<file path="src/design/pits_pkg.sv">
// Package: types and constants for the point-in-triangle search block.
package pits_pkg;

  localparam int unsigned IdxW   = 10;
  localparam int unsigned CntW   = 11;
  localparam int unsigned CoordW = 16;
  localparam int unsigned Depth  = 1024;
  localparam int unsigned DiffW  = CoordW + 1;
  localparam int unsigned ProdW  = 2 * DiffW;

  localparam logic [1:0] ReqVertex   = 2'd0;
  localparam logic [1:0] ReqTriangle = 2'd1;
  localparam logic [1:0] ReqQuery    = 2'd2;

  typedef struct packed {
    logic [1:0]               req_type;
    logic [IdxW-1:0]          entry_index;
    logic signed [CoordW-1:0] coord_x;
    logic signed [CoordW-1:0] coord_y;
    logic [IdxW-1:0]          corner_a;
    logic [IdxW-1:0]          corner_b;
    logic [IdxW-1:0]          corner_c;
  } req_t;

  typedef struct packed {
    logic [CntW-1:0] triangle_number;
    logic            found;
  } res_t;

  typedef enum logic [3:0] {
    StIdle, StTri, StVa, StVb, StVc, StE0, StE1, StE2, StCheck
  } state_e;

endpackage

</file>
<file path="src/design/pits_edge.sv">
// Edge test: sign of point cross product against sign of corner cross product.
module pits_edge (
  input  logic                               clk_i,
  input  logic signed [pits_pkg::CoordW-1:0] px_i,
  input  logic signed [pits_pkg::CoordW-1:0] py_i,
  input  logic signed [pits_pkg::CoordW-1:0] qx_i,
  input  logic signed [pits_pkg::CoordW-1:0] qy_i,
  input  logic signed [pits_pkg::CoordW-1:0] rx_i,
  input  logic signed [pits_pkg::CoordW-1:0] ry_i,
  input  logic signed [pits_pkg::CoordW-1:0] sx_i,
  input  logic signed [pits_pkg::CoordW-1:0] sy_i,
  output logic                               reject_o
);
  import pits_pkg::*;

  logic signed [DiffW-1:0] ex, ey, dx, dy, fx, fy;
  logic signed [ProdW-1:0] m0_q, m1_q, m2_q, m3_q;
  logic signed [ProdW:0]   t, u;
  logic                    tp, tn, up, un;

  assign ex = DiffW'(qx_i) - DiffW'(px_i);
  assign ey = DiffW'(qy_i) - DiffW'(py_i);
  assign dx = DiffW'(rx_i) - DiffW'(px_i);
  assign dy = DiffW'(ry_i) - DiffW'(py_i);
  assign fx = DiffW'(sx_i) - DiffW'(px_i);
  assign fy = DiffW'(sy_i) - DiffW'(py_i);

  always_ff @(posedge clk_i) begin
    m0_q <= ex * dy;
    m1_q <= ey * dx;
    m2_q <= ex * fy;
    m3_q <= ey * fx;
  end

  assign t  = (ProdW+1)'(m0_q) - (ProdW+1)'(m1_q);
  assign u  = (ProdW+1)'(m2_q) - (ProdW+1)'(m3_q);
  assign tn = t[ProdW];
  assign tp = !tn && (t != '0);
  assign un = u[ProdW];
  assign up = !un && (u != '0);
  assign reject_o = (tp && un) || (tn && up);
endmodule

</file>
<file path="config.mk">
export PLATFORM = sky130hd
export DESIGN_NAME = pits_edge
export DESIGN_NICKNAME = d
export VERILOG_FILES = /design/src/design/pits_pkg.sv /design/src/design/pits_edge.sv
export SDC_FILE = /design/constraint.sdc
export NUM_CORES = 2
export LEC_CHECK = 0
export BUFFER_PORTS_ARGS = -buffer_cell sky130_fd_sc_hd__buf_2
export CAP_MARGIN = 40
export CELL_PAD_IN_SITES_DETAIL_PLACEMENT = 1
export CELL_PAD_IN_SITES_GLOBAL_PLACEMENT = 2
export CORE_ASPECT_RATIO = 2
export CORE_MARGIN = 5
export CORE_UTILIZATION = 45
export CTS_CLUSTER_DIAMETER = 120
export DETAILED_ROUTE_END_ITERATION = 16
export PLACE_DENSITY = 0.89
export REMOVE_ABC_BUFFERS = 1
export SYNTH_ARGS = -nofsm -noshare
export SYNTH_HDL_FRONTEND = slang
export SYNTH_SLANG_ARGS = --single-unit
</file>
<file path="constraint.sdc">
create_clock -name clk_i -period 20.4 [get_ports clk_i]
set_input_delay 2.04 -clock clk_i [delete_from_list [all_inputs] [get_ports clk_i]]
set_output_delay 2.04 -clock clk_i [all_outputs]
set_load 0.01 [all_outputs]
</file>
==> key figures <==
Outcome
  – Outcome: completed

Floorplanning
  – Chip height: 497.3 µm
  – Starting Density: 0.4535
  – FP Rows: 178
  – Core box area: 117,800 µm²
  – # IOs: 130
  – Die ar.: 126,100 µm²
  – Die Width: 253.7 µm

Cells and area
  – Fin nets: 8,059
  – Layout area overhead: 7.123%
  – Filler Cell Count: 13,930
  – Final non-filler cell total: 7,780
  – Sequential cell area: 2723 µm²
  – Area of the multi-input gates: 45,100 µm²
  – Fraction of layout cells with a size suffix above 1: 0.06227

STA
  – Peak Freq: 0.08205 GHz
  – Final Hold Viols: 0
  – Slew Viols, Final: 0
  – Slew Limit Headroom: 0.3557
  – Final setup vio count: 0
  – Crit share post-route: 0.5975
  – Unrepaired setup endpoints after global routing: false
  – Tmin final: 12.19 ns
  – Post-route setup TNS: 0 ns
  – Slew @ Worst Pin: 0.9617 ns

Detailed routing
  – Via-to-Cell Ratio: 5.538
  – DR iter-0 viols: 1,677
  – Detailed Route WL: 184.5 mm
  – Routed Antenna Nets: 0
  – DRC viols: 0
  – Detailed Routing Iterations Pass 1: 5
  – Average wire per standard cell: 23.71 µm
  – Vias: 43,080

Clock network
  – Inserted Clock Buffers: 17
  – CTS Sinks: 136
  – Hold_buf cts: 0
  – CTS root buffer: clkbuf_16
  – CTS H-tree depth: 4
  – Postcts setup bufs: 0
  – Deepest clock path buffer count: 2
  – Clk pin slew, worst setup/hold paths: 0.07 ns
  – CTS tree: done
  – Post_cts resized: 0

Yosys
  – Yosys warning count: 0
  – Main synth FF type: dfxtp_1
  – Register area share after synthesis: 0.05096
  – Share of the synthesized area in the top cell type: 0.4466
  – Number of enable flip-flop cells after synthesis: 0
  – Syn_area_per_cell: 8.699 µm²
  – Fraction of registers with async set or reset after synthesis: 0
  – Most frequent cell after synthesis: inv_1
  – Synth area leader: fa_1
  – Synth area leaders: fa_1 45%, ha_1 12%, inv_1 9.8%
  – Post-synth top cells: 1,398 x inv_1, 1,192 x fa_1, 691 x nand2_1
  – Yosys reg bits: 136
  – Count of cell types in the netlist: 83
  – Mapped Cells: 6,142
  – Synth Cell Area: 53,430 µm²

Setup path
  – CP dominant cell by count: fa_1
  – CP Data Arrival Time: 12.59 ns
  – Worst path required time: 20.80 ns
  – CP max stage delay: 0.61 ns
  – CP max FO: 26
  – Slowest CP cell: a21oi_1
  – Worst Setup End Kind: register
  – Setup CP Type: input port to register
  – Worst setup SP type: input port

Min path
  – Hold depth: 5
  – Worst hold path class: input port to register
  – Worst hold endpoint: m1_q[0]
  – HP Start: qy_i[0]

GRT
  – Largest net degree at the start of global routing: 35
  – Initial antenna violation count: 12
  – GRT Total Usage: 0.2976
  – Grt ovf: 0
  – Vias in the first global route: 51,280
  – Global-route wire length before repair: 285.6 mm

Place
  – IO buf count: 129
  – Cells after DPL: 7,744
  – Placer congestion estimate: 0.9508
  – DP Wirelength: 159.8 mm

Flow run
  – Max Cap Violations: 0
final cells by class:
cell class                 instances  area share
antenna                            3   0.0001312
clock inverter                    14    0.002448
sequential                       136     0.04757
multi-input combinational       4422      0.7880
timing repair buffer             259     0.02905
inverter                        1398     0.09168
clock buffer                      18    0.007673
tap                             1530     0.03345
critical path, delay by kind of cell:
family / cells / cell delay, ns
compound gates: 18 / 4.98
simple gates: 2 / 0.24
fa+ha+maj: 8 / 3.97
buf+inv: 8 / 1.03
xor+xnor: 2 / 0.31
sequential cells by signal (all words and copies together), names as in the netlist:
signal / count
m0_q: 34
m1_q: 34
m2_q: 34
m3_q: 34
cell families (layout without fill, tap and decap cells):
group,Yosys count,in the layout,share of synthesized area
AO/OA/AOI/OAI,633,633,0.07873
buffers and inverters,1584,1689,0.1115
AND/OR/NAND/NOR,1816,1816,0.1484
multiplexers,13,13,0.002459
flip-flops,136,136,0.05096
adder cells (fa/ha/maj),1696,1696,0.5646
other,0,3,0
XOR/XNOR,264,264,0.04327
through the flow:
| step | worst slack [ns] | utilization | area (µm²) | hold slack, ns |
|---|---|---|---|---|
| after floorplan | 9.544 | - | 52720 | 2.512 |
| after global placement | 7.953 | 0.4786 | 56380 | 2.897 |
| after detailed placement | 7.767 | 0.4808 | 56640 | 2.901 |
| after CTS | 8.195 | 0.4857 | 57220 | 2.405 |
| after global routing | 7.675 | 0.4858 | 57230 | 2.448 |
| final | 8.212 | 0.4858 | 57240 | 2.438 |
per-layer routing:
metal	part of all wire	wire length (µm)	track usage	up-vias
met5	0.00023	42	0	-
met4	0.092	16960	0.2104	6
met3	0.041	7654	0.03230	675
met2	0.54	100100	0.5651	1247
met1	0.32	59720	0.2948	22380
li1	-	-	-	18780
how the worst max path moves through the flow:
stage	startpoint	to	slack (ns)
after floorplan	qy_i[0]	m3_q[33]	9.54
after global placement	px_i[1]	m0_q[33]	7.95
after detailed placement	px_i[1]	m0_q[33]	7.77
after CTS	px_i[1]	m0_q[33]	8.19
after global routing	px_i[1]	m0_q[33]	7.67
final	px_i[1]	m0_q[33]	8.21
placed cells by master (no fill, tap or decap), types with 7 or more instances in the layout:
cell / count
dfxtp_1: 136
o21ai_1: 7
xor2_2: 9
a211oi_1: 26
o21ai_0: 122
nor2b_1: 83
a21o_1: 63
or2_2: 42
a21boi_0: 25
buf_2: 129
xnor2_2: 15
and3_1: 18
nor2_1: 658
or3_1: 21
fa_1: 1192
o21a_1: 33
clkbuf_16: 17
o2111ai_1: 15
inv_1: 1398
nand4_1: 27
nor3b_1: 11
a31oi_1: 25
o211ai_1: 17
ha_1: 504
nor3_1: 53
xnor2_1: 163
nand2_1: 691
a211o_1: 13
o31ai_1: 8
and2_1: 50
xor2_1: 69
nand3_1: 50
a21oi_1: 167
nand2b_1: 79
buf_4: 122
mux2i_1: 12
o31a_1: 8
o22ai_1: 7
o21bai_1: 20
Power is not shown: default switching activity piles up to over one toggle a cycle in this logic, so the estimate is an artifact.
